File: src/rtl/core/kli_pkg.sv
`default_nettype none
package kli_pkg;

  // Table depth default
  localparam int MAX_KEYFRAMES_DEF = 16;

  // Field widths
  localparam int VAL_W     = 32;
  localparam int STEP_W    = 16;
  localparam int FLAG_W    = 4;
  localparam int KIND_W    = 3;
  localparam int SEG_OUT_W = 4;
  localparam int CFG_IDX_W = 3;
  localparam int LANES     = 3;
  localparam int PROD_W    = VAL_W + STEP_W;

  // Configuration register indexes
  localparam logic [CFG_IDX_W-1:0] REG_STEP_TICKS     = 3'd0;
  localparam logic [CFG_IDX_W-1:0] REG_TARGET_FLAGS   = 3'd1;
  localparam logic [CFG_IDX_W-1:0] REG_END_X          = 3'd2;
  localparam logic [CFG_IDX_W-1:0] REG_END_Y          = 3'd3;
  localparam logic [CFG_IDX_W-1:0] REG_END_Z          = 3'd4;
  localparam logic [CFG_IDX_W-1:0] REG_END_FROM_FIRST = 3'd5;

  // Target kinds
  localparam logic [KIND_W-1:0] KIND_TRANSLATION = 3'd0;
  localparam logic [KIND_W-1:0] KIND_ROTATION    = 3'd1;
  localparam logic [KIND_W-1:0] KIND_LIGHT       = 3'd2;
  localparam logic [KIND_W-1:0] KIND_BILLBOARD   = 3'd3;
  localparam logic [KIND_W-1:0] KIND_NONE        = 3'd4;

  // Input operation codes
  localparam logic OP_APPEND = 1'b0;
  localparam logic OP_TICK   = 1'b1;

  // Controller to datapath commands
  typedef struct packed {
    logic append;
    logic tick_begin;
    logic rd_start;
    logic rd_end;
    logic diff;
    logic mul;
    logic div_go;
    logic finish;
  } kli_cmd_t;

  // Datapath to controller status
  typedef struct packed {
    logic empty;
    logic div_done;
  } kli_sts_t;

endpackage
`default_nettype wire

File: src/rtl/core/kli_ctrl.sv
`default_nettype none
module kli_ctrl (
  input  wire logic               clk,
  input  wire logic               rst,
  input  wire logic               start,
  input  wire logic               operation,
  input  wire kli_pkg::kli_sts_t  sts,
  output kli_pkg::kli_cmd_t       cmd,
  output logic                    busy,
  output logic                    done
);
  import kli_pkg::*;

  typedef enum logic [2:0] {
    S_IDLE,
    S_RD_START,
    S_RD_END,
    S_DIFF,
    S_MUL,
    S_DIV_GO,
    S_DIV
  } state_t;

  state_t state;
  state_t state_next;
  logic   accept;

  assign accept = start && !busy;

  // Issue datapath commands per state
  always_comb begin
    cmd        = '0;
    state_next = state;
    case (state)
      S_IDLE: begin
        if (accept) begin
          if (operation == OP_APPEND) begin
            cmd.append = 1'b1;
          end else if (!sts.empty) begin
            cmd.tick_begin = 1'b1;
            state_next     = S_RD_START;
          end
        end
      end
      S_RD_START: begin
        cmd.rd_start = 1'b1;
        state_next   = S_RD_END;
      end
      S_RD_END: begin
        cmd.rd_end = 1'b1;
        state_next = S_DIFF;
      end
      S_DIFF: begin
        cmd.diff   = 1'b1;
        state_next = S_MUL;
      end
      S_MUL: begin
        cmd.mul    = 1'b1;
        state_next = S_DIV_GO;
      end
      S_DIV_GO: begin
        cmd.div_go = 1'b1;
        state_next = S_DIV;
      end
      S_DIV: begin
        if (sts.div_done) begin
          cmd.finish = 1'b1;
          state_next = S_IDLE;
        end
      end
      default: state_next = S_IDLE;
    endcase
  end

  // Hold state and registered handshake outputs
  always_ff @(posedge clk) begin
    if (rst) begin
      state <= S_IDLE;
      busy  <= 1'b0;
      done  <= 1'b0;
    end else begin
      state <= state_next;
      busy  <= (state_next != S_IDLE);
      done  <= cmd.finish;
    end
  end

endmodule
`default_nettype wire

File: config.mk
export PLATFORM = sky130hd
export DESIGN_NAME = kli_ctrl
export DESIGN_NICKNAME = d
export VERILOG_FILES = /design/src/rtl/core/kli_pkg.sv /design/src/rtl/core/kli_ctrl.sv
export SDC_FILE = /design/constraint.sdc
export NUM_CORES = 1
export LEC_CHECK = 0
export BUFFER_PORTS_ARGS = -buffer_cell sky130_fd_sc_hd__buf_4
export CAP_MARGIN = 20
export CORE_AREA = 2 2 39 41
export CTS_CLUSTER_SIZE = 12
export DETAILED_ROUTE_END_ITERATION = 12
export DIE_AREA = 0 0 41 43
export PLACE_DENSITY = 0.46
export SETUP_SLACK_MARGIN = 0.3
export SYNTH_ARGS = -nofsm -noshare
export SYNTH_HDL_FRONTEND = slang
export SYNTH_SLANG_ARGS = --single-unit
File: constraint.sdc
create_clock -name clk -period 1.9 [get_ports clk]
set_input_delay 0.38 -clock clk [delete_from_list [all_inputs] [get_ports clk]]
set_output_delay 0.38 -clock clk [all_outputs]
set_load 0.02 [all_outputs]
# Word level (Yosys, flattened, before mapping)
# Cells that the tools add are included.
[totals] register_bits=5 output_inout_bits=10 word_cells=30
[classes] n_eq_ne=6 muxes=17 n_reduce_logical=4
[op_table] operator="$pmux W3 S7" count=1
[op_table] operator="$mux W3" count=4
[op_table] operator="$mux W1" count=10
[op_table] operator="$eq A3 B3 Y1 const B" count=3
[op_table] operator="$eq A3 B2 Y1 const B" count=2
[op_table] operator="$mux W2" count=2
[op_table] operator="$eq A3 B1 Y1 const B" count=1
[op_table] operator="$logic_not A3 Y1" count=1
[op_table] operator="$reduce_bool A3 Y1" count=1
[op_table] operator="$logic_and A1 B1 Y1" count=1
[op_table] operator="$logic_not A1 Y1" count=1

# Longest topological paths before layout
# Gate-level depths: netlist of the first run.
[depth] ltp_word=5 mapped_depth=4 mapped_depth_nobuf=3

# Least setup slack after synthesis of the first run
# No wires, ideal clock.
[synth_path] path_type="register to output" start="reg state[2]" end="out cmd[2] in the netlist's numbering" t_arrival_ns=0.988 required_time_ns=1.520 slack_ns=0.532 stages_incl_launch_ff=4 path_buffers=1 cell_sequence="dfxtp_1 buf_2 inv_1 nor3_1"
[synth_rtl] item="start, declared" line_no="kli_ctrl.sv:24" source="state_t state;"
[synth_rtl] item="start signal, assigned" line_no="kli_ctrl.sv:82" source="state <= state_next;"
[synth_rtl] item="end, declared" line_no="kli_ctrl.sv:8" source="output kli_pkg::kli_cmd_t cmd,"

==> results of run 1 <==
==> placed cells by master (no fill, tap or decap), types with 2 or more instances in the layout <==
cell      synthesis  routed
buf_4             0      17
nor2_1            5       5
clkbuf_4          0       3
inv_1             2       2
nor3_1            2       2
nand2b_1          2       2
and2_1            2       2
nand2_1           2       2
a21oi_1           2       2
dfxtp_1           5       2
dfxtp_2           0       2
==> repair_timing <==
action,CTS,global route
hold buffers,0,0
pin swaps,1,2
gates resized for setup,3,3
buffers inserted,1,1
gates cloned,0,0
setup endpoints to repair,4,3
==> worst min path at each step <==
| stage | startpoint | end | slack (ps) | cells after the start |
|---|---|---|---|---|
| 6_report | rst | state[1] | 320 | 2 |
| 5_1_grt | rst | state[2] | 330 | 2 |
| 4_1_cts | rst | state[2] | 320 | 2 |
| 3_5_place_dp | rst | state[1] | 580 | 2 |
| 3_3_place_gp | rst | state[1] | 580 | 2 |
| 2_1_floorplan | rst | state[1] | 450 | 1 |
==> cells by family (layout without fill, tap and decap cells) <==
group / count (synthesis) / after routing / synth area share
AND/OR/NAND/NOR: 19 / 19 / 0.396
buffers and inverters: 4 / 23 / 0.0837
AO/OA/AOI/OAI: 6 / 6 / 0.137
flip-flops: 5 / 5 / 0.352
XOR/XNOR: 1 / 1 / 0.0308
==> synthesized netlist by cell type, drive strengths merged <==
| cell | number |
|---|---|
| o21ai | 1 |
| xnor2 | 1 |
| nor3 | 3 |
| buf | 2 |
| nor2 | 5 |
| dfxtp | 5 |
| a22o | 1 |
| and4bb | 1 |
| o2bb2ai | 1 |
| or2 | 1 |
| nor4bb | 1 |
| a31oi | 1 |
| and2 | 2 |
| or2b | 1 |
| inv | 2 |
| nand2 | 2 |
| a21oi | 2 |
| nand3 | 1 |
| nand2b | 2 |
==> worst max-delay path, cell delays in order, from the launching register on <==
cell and delay (ps):
dfxtp_2 370, nor3_4 210, and4bb_2 230, buf_4 130
==> metal layers <==
metal  up-vias  part of all wire  GRT usage
met2        11              0.52      0.125
met4         0                 0     0.0800
met3         0             0.063     0.0314
li1        156                 -          -
met1       149              0.42     0.0903
met5         -                 0          0
==> power by group through the flow <==
stage                     registers, mW  clock network, mW  logic (mW)
after CTS                         0.126              0.132      0.0808
after global routing              0.129              0.136      0.0911
after global placement            0.127                  0      0.0761
final                             0.127              0.129      0.0832
after detailed placement          0.126                  0      0.0750
after floorplan                   0.125                  0      0.0476
==> final cells by class <==
cell class / instances / share of cell area
multi-input cells: 26 / 0.375
repair buffers: 17 / 0.277
flip-flops and latches: 5 / 0.231
clock buffers: 4 / 0.0571
well taps: 16 / 0.0435
inverters: 2 / 0.0163
==> metrics by stage <==
stage | hold slack, ps | instances | setup WS (ps) | instance area [µm²] | util
6_report | 321 | 70 | 332 | 460 | 0.333
5_1_grt | 329 | 70 | 276 | 460 | 0.333
4_1_cts | 320 | 69 | 282 | 443 | 0.320
3_5_place_dp | 584 | 64 | 411 | 400 | 0.289
3_3_place_gp | 584 | 64 | 426 | 400 | 0.289
2_1_floorplan | 449 | 35 | 532 | 284 | -
==> flip-flops by register name (all words and copies together) (netlist names) <==
name	cells
busy	1
done	1
state	3
==> out/qor.csv, run 1 <==
stage;metric;value;unit
global_routing;vias in the first global route;280;
sta;worst slew pin tran;257;ps
clock_network;TritonCTS buffer count;3;
placed_design;Placer Congestion;0.691;
drt;Initial DRC Count;3;
finish;FILL cells;154;
global_routing;pin count of the biggest net entering global routing;9;
critical_path;Setup crit start;state[2];
pwr;Sw Share;0.293;
drt;DRT Pass-1 Iters;4;
die;num ports;16;
logic_synthesis;area leader, netlist;dfxtp_1;
sta;relative slew slack;0.826;
sta;endpoints failing setup;0;
pwr;Sw Pwr;99.3;µW
global_routing;initial antenna violation count;0;
drt;Antenna Nets Post-Route;0;
logic_synthesis;Synth Net Count;41;
clock_network;clk slew on worst S/H paths;50;ps
critical_path;Reg2Reg Depth;4;
global_routing;GRT Util Overall;0.0864;
logic_synthesis;largest cells by area after synthesis;dfxtp_1, nor2_1, and2_1, and4bb_2, nand2b_1;
pwr;leakage;0.206;nW
logic_synthesis;Mean Syn Cell Area;8.11;µm²
die;initial cell density of the core;0.205;
logic_synthesis;synth unique cells;21;
global_routing;Remaining Overflow, GRT;0;
pwr;Logic pwr share;0.246;
drt;routed vias;316;
pwr;Final Power;339;µW
die;die width;41;µm
global_routing;first-pass GRT wire length;1000;µm
die;Row Count;14;
drt;Post-Route WL;696;µm
critical_path;R2R Path End;busy;
logic_synthesis;post-synthesis sequential area ratio;0.352;
critical_path;Worst setup endpoint;cmd[7];
clock_network;clk_lat worst skew;250;ps
finish;Register Area;106;µm²
sta;Slew Limit Fails;0;
outcome;status;complete, no violations;
sta;Final Hold Viols;0;
die;die area;1760;µm²
logic_synthesis;Synth top area share;0.352;
pwr;sequential power share;0.374;
critical_path;r2r startpoint;busy;
pwr;Pint;239;µW
sta;clk_skew;2.96;ps
pwr;P per Cell Area;736;nW/µm²
placed_design;I/O Buffers;15;
critical_path;Max FO, Critical Path;8;
clock_network;Root Buffer;clkbuf_4;
job;max-capacitance violation count;0;
logic_synthesis;yosys warns;0;
placed_design;HPWL Detailed;486;µm
pwr;part of the power in the clock network;0.380;
drt;Via-to-Cell Ratio;4.51;
pwr;Max IR drop VDD;0.237;mV
logic_synthesis;Post-Syn Instances;35;
critical_path;arrival time of the worst setup path;1190;ps
critical_path;Crit Path Class;reg -> out;
clock_network;H-tree levels;1;
die;die height;43;µm
logic_synthesis;Yosys reg bits;5;
finish;share of post-route cells with drive strength above 1;0.481;
finish;area of the multi-input gates;173;µm²
drt;average wire per standard cell;9.94;µm
sta;unrepaired setup endpoints after global routing;true;
sta;Final TNS setup;0;ps
critical_path;WP data required;1520;ps
finish;diode count;0;
sta;max frequency;638;MHz
clock_network;Max Buffers Root-to-Sink;2;
sta;min cycle time layout;1570;ps
critical_path;Crit. End Element;output pin;
critical_path;startpoint types;flip-flop;
die;Core Region;1380;µm²
clock_network;clock sinks;5;
logic_synthesis;Netlist Area Pre-Place;284;µm²
drt;DRC;0;
sta;Final period util;0.825;
critical_path;reg2reg setup slack;790;ps
finish;layout net count;61;
finish;Area Overhead vs Synth;62.1;%
min_path;hold crit path type;in -> reg;
clock_network;CTS tree;done;
Note: power is estimated with default switching activity, not from simulation.
==> run 2: changes to the inputs <==
- clock period: 1.9 -> 1.5 ns (I/O delays scaled with it)
==> run 2 against run 1 <==
Against the previous run: clock skew decreased by 1.6 ps; combinational power increased by 130%; sequential power increased by 24%; critical path depth unchanged; routed wire length increased by 51%; cell area increased by 43%; count of clock-buffer cells in the layout unchanged; hold slack got worse by 62 ps; power increased by 49%; sequential cell count unchanged; via count increased by 20%; largest power group is now combinational cells; highest routed layer is now met4.
==> out/qor.csv, run 2 (same netlist as run 1, synthesis figures left out) <==
stage;metric;value;unit;change
sta;clk_skew;1.39;ps;-1.57 ps
critical_path;r2r startpoint;state[1];;
min_path;hold crit path type;in -> reg;;
critical_path;reg2reg setup slack;240;ps;-550 ps
placed_design;placed insts;66;;+3.1%
global_routing;vias in the first global route;362;;+29%
critical_path;startpoint types;flip-flop;;
global_routing;Remaining Overflow, GRT;0;;unchanged
critical_path;Reg2Reg Depth;6;;+2
finish;layout net count;72;;+18%
clock_network;TritonCTS buffer count;3;;unchanged
clock_network;Root Buffer;clkbuf_4;;
global_routing;initial antenna violation count;0;;unchanged
sta;Final period util;0.974;;
drt;average wire per standard cell;13.0;µm;+30%
critical_path;Max FO, Critical Path;4;;-4
sta;max frequency;684;MHz;
die;Core Region;1380;µm²;unchanged
clock_network;hold_buf cts;0;;unchanged
finish;max FFs per register;3;;unchanged
finish;diode count;0;;unchanged
die;initial cell density of the core;0.205;;unchanged
placed_design;Placer Congestion;0.753;;+9.0%
job;max-capacitance violation count;0;;unchanged
finish;most common cell after layout, fill and taps aside;buf_4;;
finish;Cell Count, Final, Fillers Out;81;;+16%
drt;Via-to-Cell Ratio;4.67;;+3.4%
clock_network;clock sinks;5;;unchanged
die;Row Count;14;;unchanged
critical_path;WP data required;1200;ps;-320 ps
clock_network;clk_lat worst skew;240;ps;about the same
pwr;Max IR drop VDD;0.439;mV;+85%
clock_network;CTS tree;done;;
sta;unrepaired setup endpoints after global routing;true;;
outcome;status;complete, no violations;;
critical_path;Worst setup endpoint;cmd[7];;
sta;Slew Limit Fails;0;;unchanged
drt;Antenna Nets Post-Route;0;;unchanged
critical_path;Crit. End Element;output pin;;
finish;top flop regs;state: 3 flops, busy: 1 flops, done: 1 flops;;
die;num ports;16;;unchanged
drt;routed vias;378;;+20%
placed_design;HPWL Detailed;585;µm;+20%
pwr;Final Power;503;µW;+49%
min_path;Hold Path Depth;2;;unchanged
finish;final core utilization;0.475;;+0.142
drt;DRT Pass-1 Iters;2;;-2
finish;commonest non-fill, non-tap cells in the layout;buf_4, buf_6, nor2_1, clkbuf_4, dfxtp_4;;
die;die width;41;µm;unchanged
sta;endpoints failing setup;0;;unchanged
sta;worst slew pin tran;234;ps;-23.0 ps
sta;Final Hold Viols;0;;unchanged
finish;most flop-heavy register;state;;
placed_design;Placement Cell Area;429;µm²;+7.2%
critical_path;Setup crit start;state[1];;
placed_design;worst slack, placed;115;ps;-295 ps
drt;Post-Route WL;1050;µm;+51%
global_routing;GRT Util Overall;0.131;;+0.0444
sta;final worst slack;38.7;ps;-294 ps
sta;Final TNS setup;0;ps;unchanged
die;die height;43;µm;unchanged
clock_network;H-tree levels;1;;unchanged
critical_path;Crit Path Class;reg -> out;;
global_routing;first-pass GRT wire length;1480;µm;+48%
critical_path;R2R Path End;busy;;
sta;worst hold margin;259;ps;-61.8 ps
finish;Area Overhead vs Synth;131;%;
die;die area;1760;µm²;unchanged
pwr;P per Cell Area;766;nW/µm²;+4.2%
global_routing;pin count of the biggest net entering global routing;8;;-1
placed_design;I/O Buffers;15;;unchanged
clock_network;Max Buffers Root-to-Sink;2;;unchanged
drt;DRC;0;;unchanged
clock_network;clk slew on worst S/H paths;40;ps;about the same
finish;share of post-route cells with drive strength above 1;0.738;;+0.257
drt;Initial DRC Count;1;;-2
critical_path;arrival time of the worst setup path;1160;ps;-30 ps
pwr;leakage;0.280;nW;+36%
sta;min cycle time layout;1460;ps;
finish;Finished Cell Area;657;µm²;+43%
sta;relative slew slack;0.844;;+0.0175
run 2: where the power goes:
group	switching (mW)	leakage (nW)	internal [mW]
Clock	0.0553	0.0150	0.101
Combinational	0.0797	0.222	0.111
Sequential	0.0144	0.0433	0.143
Total	0.149	0.280	0.354
run 2: area by class of cell:
cell class	instances	area (µm²)
Fill cell	134	727
Multi-Input combinational cell	26	244
Timing Repair Buffer	28	244
Sequential cell	5	113
Clock buffer	4	26.3
Tap cell	16	20.0
Inverter	2	10.0
run 2: what timing repair did:
item | CTS | global route
endpoints found under the setup margin | 8 | 10
gates resized for setup | 25 | 6
setup buffers | 10 | 1
pin swaps | 6 | 5
run 2: worst min-delay path by stage:
stage | start | endpoint
floorplan | rst | state[1]
global placement | rst | state[1]
detailed placement | rst | state[1]
CTS | rst | state[2]
global route | rst | state[1]
finish | rst | state[2]
run 2: layer usage:
layer / wire (µm) / GRT usage / part of all wire
met1: 336 / 0.117 / 0.32
met2: 635 / 0.225 / 0.61
met3: 63 / 0.0681 / 0.060
met4: 14 / 0.0600 / 0.013
met5: 0 / 0 / 0
run 2: critical path, cell delays in order, from the launching register on:
cell and delay (ps):
dfxtp_4 350, nor3_4 200, and4bb_2 250, buf_6 110
==> run 3: changes to the inputs <==
- REMOVE_ABC_BUFFERS: default -> 1
==> run 3 against run 2 <==
Against the previous run: sequential power about the same; cell count did not move; power is 2.1% lower; routed wire length down 9.5%; utilization is 0.36 points lower; register-to-register slack improved by 110 ps; clock power barely moved; non-clock buffer count is the same; global-route usage is 1.4 points lower; critical endpoint unchanged; highest routed layer is now met3.
==> out/qor.csv, run 3 (same netlist as run 1, synthesis figures left out) <==
stage;metric;value;unit;change
pwr;Final Power;493;µW;-2.1%
sta;worst slew pin tran;221;ps;-12.9 ps
clock_network;TritonCTS buffer count;3;;unchanged
sta;Slew Limit Fails;0;;unchanged
critical_path;WP data required;1200;ps;about the same
clock_network;H-tree levels;1;;unchanged
clock_network;CTS tree;done;;
clock_network;Root Buffer;clkbuf_4;;
placed_design;Placement Cell Area;408;µm²;-5.0%
clock_network;clk slew on worst S/H paths;50;ps;about the same
sta;Final Hold Viols;0;;unchanged
pwr;leakage;0.280;nW;-0.20%
critical_path;Setup crit start;state[2];;
drt;Via-to-Cell Ratio;4.57;;-2.1%
clock_network;Max Buffers Root-to-Sink;2;;unchanged
clock_network;clk_lat worst skew;250;ps;about the same
job;max-capacitance violation count;0;;unchanged
critical_path;Crit. End Element;output pin;;
placed_design;Placer Congestion;0.657;;-13%
placed_design;HPWL Detailed;520;µm;-11%
global_routing;vias in the first global route;315;;-13%
global_routing;pin count of the biggest net entering global routing;7;;-1
critical_path;reg2reg setup slack;350;ps;+110 ps
sta;clk_skew;9.63;ps;+8.24 ps
die;die width;41;µm;unchanged
finish;commonest non-fill, non-tap cells in the layout;buf_4, buf_6, nor2_1, clkbuf_4, dfxtp_4;;
sta;Final TNS setup;0;ps;unchanged
sta;min cycle time layout;1490;ps;+27.9 ps
sta;unrepaired setup endpoints after global routing;true;;
drt;Initial DRC Count;6;;+5
critical_path;max incr delay on CP;360;ps;about the same
die;Row Count;14;;unchanged
finish;share of post-route cells with drive strength above 1;0.723;;-0.0154
finish;diode count;0;;unchanged
sta;max frequency;671;MHz;-1.9%
finish;top flop regs;state: 3 flops, busy: 1 flops, done: 1 flops;;
die;die height;43;µm;unchanged
drt;average wire per standard cell;11.7;µm;-9.5%
clock_network;clock sinks;5;;unchanged
sta;worst hold margin;244;ps;-15.2 ps
drt;Antenna Nets Post-Route;0;;unchanged
critical_path;Slowest cell on crit path;dfxtp_4;;
sta;Final period util;0.993;;+0.0186
critical_path;Crit Path Class;reg -> out;;
critical_path;r2r startpoint;state[2];;
min_path;Hold Path Depth;2;;unchanged
sta;final worst slack;10.8;ps;-27.9 ps
global_routing;GRT Util Overall;0.117;;-0.0142
global_routing;initial antenna violation count;0;;unchanged
outcome;status;complete, no violations;;
finish;max FFs per register;3;;unchanged
critical_path;R2R Path End;busy;;
global_routing;Remaining Overflow, GRT;0;;unchanged
die;die area;1760;µm²;unchanged
placed_design;worst slack, placed;131;ps;+16.0 ps
min_path;hold crit path type;in -> reg;;
die;Core Region;1380;µm²;unchanged
finish;layout net count;72;;unchanged
critical_path;crit-path cells;nor3_4 -> and4bb_2 -> buf_6;;
clock_network;hold_buf cts;0;;unchanged
drt;Post-Route WL;949;µm;-9.5%
min_path;Hold EP;state[2];;
finish;most flop-heavy register;state;;
drt;DRC;0;;unchanged
global_routing;first-pass GRT wire length;1340;µm;-9.3%
pwr;Max IR drop VDD;0.428;mV;-2.6%
finish;Area Overhead vs Synth;130;%;
placed_design;I/O Buffers;15;;unchanged
sta;endpoints failing setup;0;;unchanged
min_path;HP Start;rst;;
critical_path;Reg2Reg Depth;5;;-1
die;initial cell density of the core;0.205;;unchanged
die;num ports;16;;unchanged
drt;routed vias;370;;-2.1%
pwr;P per Cell Area;756;nW/µm²;-1.3%
critical_path;startpoint types;flip-flop;;
critical_path;arrival time of the worst setup path;1190;ps;+30 ps
drt;DRT Pass-1 Iters;4;;+2
finish;Finished Cell Area;652;µm²;-0.76%
critical_path;Max FO, Critical Path;3;;-1
sta;relative slew slack;0.852;;+0.00862
finish;most common cell after layout, fill and taps aside;buf_4;;
run 3: worst max path at each step:
stage	to	slack (ps)	cells past startpoint
2_1_floorplan	cmd[2]	200	2
3_3_place_gp	cmd[6]	140	4
3_5_place_dp	cmd[6]	130	4
4_1_cts	cmd[7]	20	3
5_1_grt	cmd[6]	-40	3
6_report	cmd[7]	10	3
run 3: cell type report:
| type | instances | area [µm²] |
|---|---|---|
| clock buffer | 4 | 26.3 |
| fill | 141 | 732 |
| inverter | 2 | 12.5 |
| multi-input combinational | 26 | 233 |
| sequential | 5 | 113 |
| tap | 16 | 20.0 |
| timing repair buffer | 28 | 248 |
run 3: report_power, final:
| part | internal [mW] | switching [mW] |
|---|---|---|
| Combinational | 0.102 | 0.0725 |
| Clock | 0.101 | 0.0585 |
| Sequential | 0.143 | 0.0162 |
| Total | 0.346 | 0.147 |
run 3: routing by layer:
| layer | vias up | share of wire | GRT usage |
|---|---|---|---|
| met5 | - | 0 | 0 |
| met4 | 0 | 0 | 0.0200 |
| met3 | 0 | 0.078 | 0.0942 |
| met2 | 14 | 0.56 | 0.178 |
| met1 | 174 | 0.36 | 0.123 |
| li1 | 182 | - | - |
run 3: through the flow:
step	instances	utilization
global placement	65	0.295
detailed placement	65	0.295
finish	81	0.471
global route	81	0.471
CTS	78	0.410
floorplan	33	-
run 3: repair_timing:
item / 4_1_cts / 5_1_grt
setup endpoints to repair: 8 / 9
gates resized for setup: 19 / 15
pin swaps: 4 / 5
setup buffers: 9 / 3
run 3: critical path: cells and delay by family, from the launching register on:
| kind | cells | cell delay (ps) |
|---|---|---|
| buffers and inverters | 1 | 120 |
| flip-flops | 1 | 360 |
| AND/OR/NAND/NOR | 2 | 470 |
